$ cat src/rtl/pid_pkg.sv
// package for the pairwise identity distance block
// types, widths and residue symbol constants shared by all rtl files
package pid_pkg;

  localparam int unsigned CNT_W       = 17;
  localparam int unsigned RES_W       = 8;
  localparam logic [CNT_W-1:0] MAX_COLUMNS = 17'd65536;

  localparam logic [RES_W-1:0] GAP_SYM       = 8'h2D;  // '-'
  localparam logic [RES_W-1:0] INDET_PROTEIN = 8'h58;  // 'X'
  localparam logic [RES_W-1:0] INDET_NUC     = 8'h4E;  // 'N'

  // one quotient bit per step: integer bit plus 16 fraction bits
  localparam int unsigned DIV_STEPS = CNT_W;
  localparam int unsigned DIV_CNT_W = $clog2(DIV_STEPS + 1);
  localparam int unsigned REM_W     = CNT_W + 1;

  localparam int unsigned QUEUE_DEPTH = 2;
  localparam int unsigned QPTR_W      = $clog2(QUEUE_DEPTH);
  localparam int unsigned QCNT_W      = $clog2(QUEUE_DEPTH + 1);

  typedef struct packed {
    logic [CNT_W-1:0] match_total;
    logic [CNT_W-1:0] valid_total;
  } pair_totals_t;

  function automatic logic [CNT_W-1:0] sat_inc(input logic [CNT_W-1:0] v);
    sat_inc = (v < MAX_COLUMNS) ? v + CNT_W'(1) : MAX_COLUMNS;
  endfunction

endpackage

$ cat src/rtl/pid_front.sv
// front end: accepts residue columns, classifies them and accumulates counts
// pushes the pair totals into the queue on the last column; uses pid_pkg
module pid_front import pid_pkg::*; (
  input  logic               clk_i,
  input  logic               rst_ni,
  input  logic               protein_mode_i,
  input  logic               in_valid_i,
  output logic               in_ready_o,
  input  logic [RES_W-1:0]   residue_a_i,
  input  logic [RES_W-1:0]   residue_b_i,
  input  logic               last_column_i,
  input  logic               full_i,
  output logic               push_o,
  output pair_totals_t       push_data_o
);

  logic [CNT_W-1:0] match_q, match_d;
  logic [CNT_W-1:0] valid_q, valid_d;
  logic [CNT_W-1:0] match_nxt, valid_nxt;
  logic [RES_W-1:0] indet;
  logic             va, vb, fire;

  assign in_ready_o = ~full_i;
  assign fire       = in_valid_i & in_ready_o;

  assign indet = protein_mode_i ? INDET_PROTEIN : INDET_NUC;
  assign va    = (residue_a_i != GAP_SYM) && (residue_a_i != indet);
  assign vb    = (residue_b_i != GAP_SYM) && (residue_b_i != indet);

  always_comb begin
    valid_nxt = (va | vb) ? sat_inc(valid_q) : valid_q;
    match_nxt = (va & vb & (residue_a_i == residue_b_i)) ? sat_inc(match_q) : match_q;
    match_d   = match_q;
    valid_d   = valid_q;
    if (fire) begin
      // counters clear once the pair is handed over
      match_d = last_column_i ? '0 : match_nxt;
      valid_d = last_column_i ? '0 : valid_nxt;
    end
  end

  assign push_o                  = fire & last_column_i;
  assign push_data_o.match_total = match_nxt;
  assign push_data_o.valid_total = valid_nxt;

  always_ff @(posedge clk_i or negedge rst_ni) begin
    if (!rst_ni) begin
      match_q <= '0;
      valid_q <= '0;
    end else begin
      match_q <= match_d;
      valid_q <= valid_d;
    end
  end

endmodule

$ cat src/rtl/pid_queue.sv
// short queue of pair totals between front and back ends
// lets the column stream continue while a division is running; uses pid_pkg
module pid_queue import pid_pkg::*; (
  input  logic         clk_i,
  input  logic         rst_ni,
  input  logic         push_i,
  input  pair_totals_t push_data_i,
  output logic         full_o,
  input  logic         pop_i,
  output logic         empty_o,
  output pair_totals_t pop_data_o
);

  pair_totals_t      mem_q [QUEUE_DEPTH];
  logic [QPTR_W-1:0] wr_ptr_q, rd_ptr_q;
  logic [QCNT_W-1:0] cnt_q;
  logic              do_push, do_pop;

  assign full_o     = (cnt_q == QCNT_W'(QUEUE_DEPTH));
  assign empty_o    = (cnt_q == '0);
  assign do_push    = push_i & ~full_o;
  assign do_pop     = pop_i & ~empty_o;
  assign pop_data_o = mem_q[rd_ptr_q];

  always_ff @(posedge clk_i) begin
    if (do_push) begin
      mem_q[wr_ptr_q] <= push_data_i;
    end
  end

  always_ff @(posedge clk_i or negedge rst_ni) begin
    if (!rst_ni) begin
      wr_ptr_q <= '0;
      rd_ptr_q <= '0;
      cnt_q    <= '0;
    end else begin
      if (do_push) begin
        wr_ptr_q <= (wr_ptr_q == QPTR_W'(QUEUE_DEPTH - 1)) ? '0 : wr_ptr_q + QPTR_W'(1);
      end
      if (do_pop) begin
        rd_ptr_q <= (rd_ptr_q == QPTR_W'(QUEUE_DEPTH - 1)) ? '0 : rd_ptr_q + QPTR_W'(1);
      end
      case ({do_push, do_pop})
        2'b10:   cnt_q <= cnt_q + QCNT_W'(1);
        2'b01:   cnt_q <= cnt_q - QCNT_W'(1);
        default: cnt_q <= cnt_q;
      endcase
    end
  end

endmodule

$ cat src/rtl/pid_back.sv
// back end: bit-serial restoring division for the q16 distance
// pops pair totals from the queue and holds the result in an output register; uses pid_pkg
module pid_back import pid_pkg::*; (
  input  logic             clk_i,
  input  logic             rst_ni,
  input  logic             empty_i,
  input  pair_totals_t     pop_data_i,
  output logic             pop_o,
  output logic             out_valid_o,
  input  logic             out_ready_i,
  output logic [CNT_W-1:0] match_total_o,
  output logic [CNT_W-1:0] valid_total_o,
  output logic [CNT_W-1:0] distance_q16_o,
  output logic             empty_pair_o
);

  localparam logic [1:0] ST_IDLE = 2'd0;
  localparam logic [1:0] ST_DIV  = 2'd1;
  localparam logic [1:0] ST_OUT  = 2'd2;

  logic [1:0]           state_q, state_d;
  logic [DIV_CNT_W-1:0] step_q, step_d;
  logic [REM_W-1:0]     rem_q, rem_d;
  logic [CNT_W-1:0]     quo_q, quo_d;
  logic [CNT_W-1:0]     match_q, match_d;
  logic [CNT_W-1:0]     valid_q, valid_d;
  logic                 empty_q, empty_d;
  logic [REM_W-1:0]     divisor, rem_sub;
  logic                 ge;

  assign divisor = {1'b0, valid_q};
  assign ge      = (rem_q >= divisor);
  assign rem_sub = ge ? rem_q - divisor : rem_q;

  always_comb begin
    state_d = state_q;
    step_d  = step_q;
    rem_d   = rem_q;
    quo_d   = quo_q;
    match_d = match_q;
    valid_d = valid_q;
    empty_d = empty_q;
    pop_o   = 1'b0;
    case (state_q)
      ST_IDLE: begin
        if (!empty_i) begin
          pop_o   = 1'b1;
          match_d = pop_data_i.match_total;
          valid_d = pop_data_i.valid_total;
          // match never exceeds valid, so the miss count fits
          rem_d   = {1'b0, pop_data_i.valid_total - pop_data_i.match_total};
          quo_d   = '0;
          step_d  = DIV_CNT_W'(DIV_STEPS);
          empty_d = (pop_data_i.valid_total == '0);
          state_d = (pop_data_i.valid_total == '0) ? ST_OUT : ST_DIV;
        end
      end
      ST_DIV: begin
        quo_d  = {quo_q[CNT_W-2:0], ge};
        rem_d  = {rem_sub[REM_W-2:0], 1'b0};
        step_d = step_q - DIV_CNT_W'(1);
        if (step_q == DIV_CNT_W'(1)) begin
          state_d = ST_OUT;
        end
      end
      ST_OUT: begin
        if (out_ready_i) begin
          state_d = ST_IDLE;
        end
      end
      default: begin
        state_d = ST_IDLE;
      end
    endcase
  end

  assign out_valid_o    = (state_q == ST_OUT);
  assign match_total_o  = match_q;
  assign valid_total_o  = valid_q;
  assign distance_q16_o = quo_q;
  assign empty_pair_o   = empty_q;

  always_ff @(posedge clk_i or negedge rst_ni) begin
    if (!rst_ni) begin
      state_q <= ST_IDLE;
      step_q  <= '0;
    end else begin
      state_q <= state_d;
      step_q  <= step_d;
    end
  end

  always_ff @(posedge clk_i) begin
    rem_q   <= rem_d;
    quo_q   <= quo_d;
    match_q <= match_d;
    valid_q <= valid_d;
    empty_q <= empty_d;
  end

endmodule

$ cat src/rtl/pairwise_identity_distance.sv
// top level of the pairwise identity distance block
// ties front end, totals queue and divider back end together; uses pid_pkg
//
//   channel   handshake                 payload
//   -------   -----------------------   ------------------------------------------
//   cfg       cfg_valid_i / cfg_ready_o cfg_data_i (protein_mode)
//   in        in_valid_i / in_ready_o   residue_a_i, residue_b_i, last_column_i
//   out       out_valid_o / out_ready_i match_total_o, valid_total_o,
//                                       distance_q16_o, empty_pair_o
//
// columns are taken one per cycle while the two-entry totals queue has room.
// each pair is then popped and run through the bit-serial divider (one quotient
// bit a cycle) before its result is shown; an empty pair skips the divider.
// input stalls only when the queue is full; output stalls hold the result register.
// reset is asynchronous, active low; protein_mode comes up as 1, counters as 0.
module pairwise_identity_distance import pid_pkg::*; (
  input  logic             clk_i,
  input  logic             rst_ni,
  input  logic             cfg_valid_i,
  output logic             cfg_ready_o,
  input  logic             cfg_data_i,
  input  logic             in_valid_i,
  output logic             in_ready_o,
  input  logic [RES_W-1:0] residue_a_i,
  input  logic [RES_W-1:0] residue_b_i,
  input  logic             last_column_i,
  output logic             out_valid_o,
  input  logic             out_ready_i,
  output logic [CNT_W-1:0] match_total_o,
  output logic [CNT_W-1:0] valid_total_o,
  output logic [CNT_W-1:0] distance_q16_o,
  output logic             empty_pair_o
);

  logic         protein_mode_q;
  logic         push, full, pop, empty;
  pair_totals_t push_data, pop_data;

  assign cfg_ready_o = 1'b1;

  always_ff @(posedge clk_i or negedge rst_ni) begin
    if (!rst_ni) begin
      protein_mode_q <= 1'b1;
    end else if (cfg_valid_i) begin
      protein_mode_q <= cfg_data_i;
    end
  end

  pid_front u_front (
    .clk_i          (clk_i),
    .rst_ni         (rst_ni),
    .protein_mode_i (protein_mode_q),
    .in_valid_i     (in_valid_i),
    .in_ready_o     (in_ready_o),
    .residue_a_i    (residue_a_i),
    .residue_b_i    (residue_b_i),
    .last_column_i  (last_column_i),
    .full_i         (full),
    .push_o         (push),
    .push_data_o    (push_data)
  );

  pid_queue u_queue (
    .clk_i       (clk_i),
    .rst_ni      (rst_ni),
    .push_i      (push),
    .push_data_i (push_data),
    .full_o      (full),
    .pop_i       (pop),
    .empty_o     (empty),
    .pop_data_o  (pop_data)
  );

  pid_back u_back (
    .clk_i          (clk_i),
    .rst_ni         (rst_ni),
    .empty_i        (empty),
    .pop_data_i     (pop_data),
    .pop_o          (pop),
    .out_valid_o    (out_valid_o),
    .out_ready_i    (out_ready_i),
    .match_total_o  (match_total_o),
    .valid_total_o  (valid_total_o),
    .distance_q16_o (distance_q16_o),
    .empty_pair_o   (empty_pair_o)
  );

endmodule
$ cat config.mk
export PLATFORM = sky130hd
export DESIGN_NAME = pairwise_identity_distance
export DESIGN_NICKNAME = d
export VERILOG_FILES = /design/src/rtl/pid_pkg.sv /design/src/rtl/pid_front.sv /design/src/rtl/pid_queue.sv /design/src/rtl/pid_back.sv /design/src/rtl/pairwise_identity_distance.sv
export SDC_FILE = /design/constraint.sdc
export NUM_CORES = 1
export LEC_CHECK = 0
export BUFFER_PORTS_ARGS = -buffer_cell sky130_fd_sc_hd__buf_2
export CAP_MARGIN = 20
export CORE_AREA = 2 2 168 170
export DETAILED_ROUTE_END_ITERATION = 7
export DIE_AREA = 0 0 170 172
export PLACE_DENSITY_LB_ADDON = 0.1
export RECOVER_POWER = 50
export SLEW_MARGIN = 10
export SYNTH_ARGS = -nofsm -noshare
export SYNTH_HDL_FRONTEND = slang
export SYNTH_HIERARCHICAL = 1
export SYNTH_SLANG_ARGS = --single-unit
$ cat constraint.sdc
create_clock -name clk_i -period 8.25 [get_ports clk_i]
set_input_delay 0.4125 -clock clk_i [delete_from_list [all_inputs] [get_ports clk_i]]
set_output_delay 0.4125 -clock clk_i [all_outputs]
set_load 0.02 [all_outputs]
Word-level counts from Yosys, hierarchy flattened --
Memory sizes are Yosys's and may differ from the RTL's. Cells that the tools add are included.
Cells by class: multiplexer cells 26, $add $sub $neg 9, equality and inequality tests 14, magnitude comparators 3, reductions and logical operators 10, bitwise gates (word level) 9
Operator list (number):
- 17-bit two-way mux | 8
- 18-bit one-hot mux with 2 select lines | 1
- 17-bit by 1-bit adder with 17-bit output, second input constant | 2
- 17-bit < comparator, second input constant | 2
- 17-bit one-hot mux with 2 select lines | 1
- 17-bit subtractor | 2
- 18-bit by 17-bit greater-or-equal comparator with 1-bit output | 1
- 18-bit two-way mux | 1
- 17-bit logical NOT | 1
- 8-bit by 6-bit inequality test with 1-bit output, second input constant | 2
- 8-bit inequality test | 2
- 5-bit two-way mux | 2
- 5-bit one-hot mux with 2 select lines | 1
- 8-bit equality test | 1
- 2-bit two-way mux | 4
- 1-bit bitwise AND | 6
- 2-bit equality test, second input constant | 3
- 1-bit two-way mux | 6
- 2-bit one-hot mux with 3 select lines | 1
- 5-bit by 1-bit equality test with 1-bit output, second input constant | 1
- 5-bit by 1-bit subtractor with 5-bit output, second input constant | 1
- 2-bit by 1-bit equality test with 1-bit output, second input constant | 2
- 2-bit logical NOT | 2
- 2-bit by 1-bit inequality test with 1-bit output, second input constant | 2
- 11 further kinds | 16
Storage, ports and cells: input bits 23, memories 1, output and inout port bits 55, register bits 116, RAM bits 68
Memories:
- u_queue.mem_q | depth 2, width 34, read ports 1, clocked after memory_dff 0, write ports 1, line pid_queue.sv:14 | pair_totals_t mem_q [QUEUE_DEPTH];

Depth between registers and ports, before layout --
word-level depth 7, gate-level depth with buffers 13

Cells and area by module --
Netlist, hierarchy kept.
By module, submodules not included:
- pid_back | cells each 449, seq. area each 2277.2 um2, area each 4735.8 um2, instances 1
- pid_front | cells each 420, seq. area each 850.8 um2, area each 3200.6 um2, instances 1
- pid_queue | cells each 124, seq. area each 2142.1 um2, area each 2801.4 um2, instances 1
- pairwise_identity_distance | cells each 4, seq. area each 26.3 um2, area each 52.6 um2, instances 1

Worst setup path before layout --
No wires, ideal clock.
path type reg2reg, from register u_queue.cnt_q[0], to memory u_queue/mem_q[0][0] in the netlist's numbering, enable pin, period minus slack after synthesis 3.237 ns, arrival time 2.812 ns, library setup time 0.425 ns, slack 5.013 ns, cell stages (with the launch flop) 9, cells stage by stage dfrtp_1 > nand2b_1 > inv_1 > inv_1 > nand2_1 > clkbuf_1 > nor2_1 > nand2_1 > nor2_1
Between the ends: cells in the longest elaborated chain, start to end 7
RTL lines:
- start: declaration | line pid_queue.sv:16 | logic [QCNT_W-1:0] cnt_q;
- start signal: assignment | line pid_queue.sv:44 | 2'b10: cnt_q <= cnt_q + QCNT_W'(1);
- start signal: assignment | line pid_queue.sv:45 | 2'b01: cnt_q <= cnt_q - QCNT_W'(1);
- start signal: assignment | line pid_queue.sv:46 | default: cnt_q <= cnt_q;
- 2-bit equality test | line pid_queue.sv:19 | assign full_o = (cnt_q == QCNT_W'(QUEUE_DEPTH));
- named net full | line pairwise_identity_distance.sv:36 | logic push, full, pop, empty;
- 1-bit NOT | line pid_front.sv:23 | assign in_ready_o = ~full_i;
- named net in_ready_o | line pairwise_identity_distance.sv:23 | output logic in_ready_o,
- 1-bit bitwise AND | line pid_front.sv:24 | assign fire = in_valid_i & in_ready_o;
- 1-bit bitwise AND | line pid_front.sv:42 | assign push_o = fire & last_column_i;
- named net push | line pairwise_identity_distance.sv:36
- 1-bit bitwise AND | line pid_queue.sv:21 | assign do_push = push_i & ~full_o;
- 1-bit two-way mux | line pid_queue.sv:26 | if (do_push) begin
- 1-bit two-way mux (not written as such) | line pid_queue.sv:27 | mem_q[wr_ptr_q] <= push_data_i;
- end: declaration | line pid_queue.sv:14
The timed path passes the listed nets, and every way through them passes these cells.

==> flow_summary.yaml <==
route:
  drt_wl_total_um: 25000
  post_drt_wl_per_cell_um: 17.7
  drt-initial-drc-count: 422
  ant_nets: 0
  vias: 7576
  drt_pass1_iterations: 5
  vias_per_cell: 5.37
  remaining_drc_errors: 0
timing:
  hold_viol_final: 0
  rsz0062_at_grt: "false"
  whs_ns: 0.212
  slew_viol_final: 200
  skew_ns: 0.0124
  tightestPinTransition_ns: 2.85
  period_minus_slack_ns: 4.46
  period_share_pct: 54.0
  tns_ns: 0
  timing.slew.headroom_pct: -90.2
  clock.fmax_ghz: 0.224
  setup_viol: 0
finish:
  finish.utilization_pct: 43.0
  syn_to_final_growth_pct: 9.44
  layout.nets: 1115
  n_antenna_cell: 0
  layout.cells.non_filler: 1411
  drive_above_1_share_pct: 7.89
yosys:
  synth_edf_count: 138
  ys_async_sr_fraction_pct: 25.0
  synth_top_cells_by_count: "138 x edfxtp_1, 86 x nand2_1, 59 x inv_1, 48 x nor2_1, 45 x dfrtp_1"
  ys_seq_area_share_pct: 49.1
  ys_warn_count: 6
  synthFlopType: "edfxtp_1"
  ys_seq_elements: 184
  syn_area_um2: 10800
  yosysMostFrequentCell: "edfxtp_1"
  synthMuxAreaShare_pct: 6.37
  avgSynthCellArea_um2: 10.8
  syn_nets: 1060
  synth_cells: 997
  synth_top_family_by_area: "simple AND/OR/NAND/NOR gates"
  yosys.area.top_type: "edfxtp_1"
  synth_cell_types: 82
  synthSimpleGateAreaFrac_pct: 17.5
  synth_xor_area_share_pct: 3.33
  synth_compound_area_share_pct: 14.1
  synthTopCellsByArea: "edfxtp_1 38%, dfrtp_1 10%, ha_1 4.4%"
  synth_fa_ha_area_share_pct: 4.78
  yosys.area.top_type_share_pct: 38.4
run:
  max_cap_viol_count: 5
global_route:
  grt_start_max_net_pins: 60
  antenna_found_initial: 0
  grt_use_total_pct: 17.5
  grt_pass1_wl_um: 39900
  grt_pass1_vias: 7204
  grt-ovfl-total: 0
floorplan:
  start_util_pct: 39.3
  rows: 61
  die_w_um: 170
  die_h_um: 172
  io_pins: 78
  die_area_um2: 29200
  core_um2: 27500
power_and_ir_drop:
  irDropWorstVdd_v: 0.000149
  combinationalPowerShare_pct: 45.7
  p_sw_share_pct: 40.7
  switchingPower_w: 0.00180
  powerDensity_nw_per_um2: 373
  power.total_w: 0.00441
  seqPwrFrac_pct: 35.2
  p_leak_nw: 4.54
  p_int_w: 0.00262
  clkPwrFrac_pct: 19.1
worst_setup_path:
  crit_type: "register to register"
  cp-end-kind: "register"
  critPathArrivalTime_ns: 4.60
  cp_num_buf_inv: 1
  path_delay_family: "buffers and inverters"
  cpMaxStageDelayCell: "clkbuf_1"
  crit_fanout: 35
  worstPathRequired_ns: 8.39
  ff2ff_setup_slack_ns: 3.79
  crit_path_start_kind: "register"
  worstPathCellList: "clkbuf_1 -> mux2_1 -> ha_1 -> fa_1 -> nor2b_1 -> o2111ai_1 -> nand3_1 -> a41oi_1 -> o21ai_0 -> xnor2_1 -> o21ai_2"
  max_stage_delay_ns: 1.52
clocking:
  cts.sinks: 184
  cts_tree: "yes"
  clkTransAtPathRegs_ns: 0.08
  cts_buffer_depth: 2
  cts_resized: 0
  cts_setup_buffers: 0
  cts_root_buffer: "clkbuf_16"
  clock_latency_ns: 0.43
  ctsHoldBuffers: 0
  numCtsBuffers: 17
  ctsHtreeMaxLevel: 4
outcome:
  status: "complete, but fails checks"
  violations: "max-capacitance violations, max-slew violations"
place:
  place_congestion: 0.821
  io_buffers: 76
  placed_cells: 1379
  hpwl_um: 17600
hold_path:
  hold_class: "input port to register"
## power groups by stage
stage | registers, W | clock network [W] | logic (W)
CTS | 0.00155 | 0.000870 | 0.00212
floorplan | 0.00160 | 0 | 0.00158
global route | 0.00159 | 0.000909 | 0.00228
finish | 0.00155 | 0.000844 | 0.00201
detailed placement | 0.00156 | 0 | 0.00211
global placement | 0.00156 | 0 | 0.00210
## per-layer routing
| layer | up-vias | GRT usage (%) | wire (um) |
|---|---|---|---|
| met5 | - | 0 | 0 |
| met4 | 0 | 4.16 | 182 |
| met3 | 15 | 2.52 | 584 |
| met2 | 99 | 28.0 | 11500 |
| met1 | 3622 | 25.1 | 12700 |
| li1 | 3840 | - | - |
## path summary, 6_finish.rpt
check	startpoint	endpoint	cells after the start
min in group asynchronous	rst_ni	u_front/valid_q[6]	2
hold / removal	cfg_data_i	protein_mode_q	2
setup / recovery	u_queue/rd_ptr_q	u_back/rem_q[14]	11
setup reg to reg	u_queue/rd_ptr_q	u_back/rem_q[14]	11
max in group asynchronous	rst_ni	u_queue/rd_ptr_q	2
hold reg to reg	u_queue/cnt_q[1]	u_queue/cnt_q[1]	1
## worst reg2reg max path, delay by kind of cell, from the launching register on
kind            cells  cell delay (ns)
compound gates      4             0.68
fa+ha+maj           2             0.65
xor+xnor            1             0.16
flops               1             0.34
buf+inv             1             1.52
simple gates        2             0.36
mux                 1             0.46
## state kept, by name, summed over array words and instances, names as in the netlist, 2 cells and up
register and cells:
u_back/distance_q16_o 17, u_back/rem_q 18, u_back/valid_total_o 17, u_back/step_q 5, u_queue/mem_q 68, u_front/match_q 17
u_back/state_q 2, u_queue/cnt_q 2, u_back/match_total_o 17, u_front/valid_q 17
## cells in the final DEF (no fill, tap or decap), drive strengths merged, types with 14 or more instances in the layout
| cell | count |
|---|---|
| edfxtp | 138 |
| nand2 | 86 |
| clkbuf | 76 |
| inv | 68 |
| nor2 | 49 |
| o21ai | 47 |
| dfrtp | 45 |
| nand3 | 43 |
| ha | 38 |
| mux2 | 35 |
| a21oi | 33 |
| nor2b | 32 |
| buf | 28 |
| nor3 | 26 |
| xnor2 | 23 |
| or3 | 21 |
| and2 | 19 |
| mux2i | 18 |
| xor2 | 18 |
| nor4 | 16 |
| a21o | 14 |
## through the flow
| stage | instance area (um^2) | setup slack, ns |
|---|---|---|
| 3_5_place_dp | 11400 | 4.88 |
| 2_1_floorplan | 10800 | 5.01 |
| 3_3_place_gp | 11400 | 4.92 |
| 5_1_grt | 11800 | 3.46 |
| 4_1_cts | 12000 | 4.89 |
| 6_report | 11800 | 3.79 |
## final cells by class
class,instances,area (um^2)
Fill cell,2633,15700
Sequential cell,184,5300
Tap cell,346,433
Timing Repair Buffer,87,377
Clock inverter,15,180
Inverter,59,221
Clock buffer,17,425
Multi-Input combinational cell,703,4870
## cells by family after synthesis
group,count (synthesis)
simple gates,358
compound gates,210
flops,184
buf+inv,110
mux,53
xor+xnor,41
fa+ha+maj,40
other cells,1
Note: power is estimated with default switching activity, not from simulation.
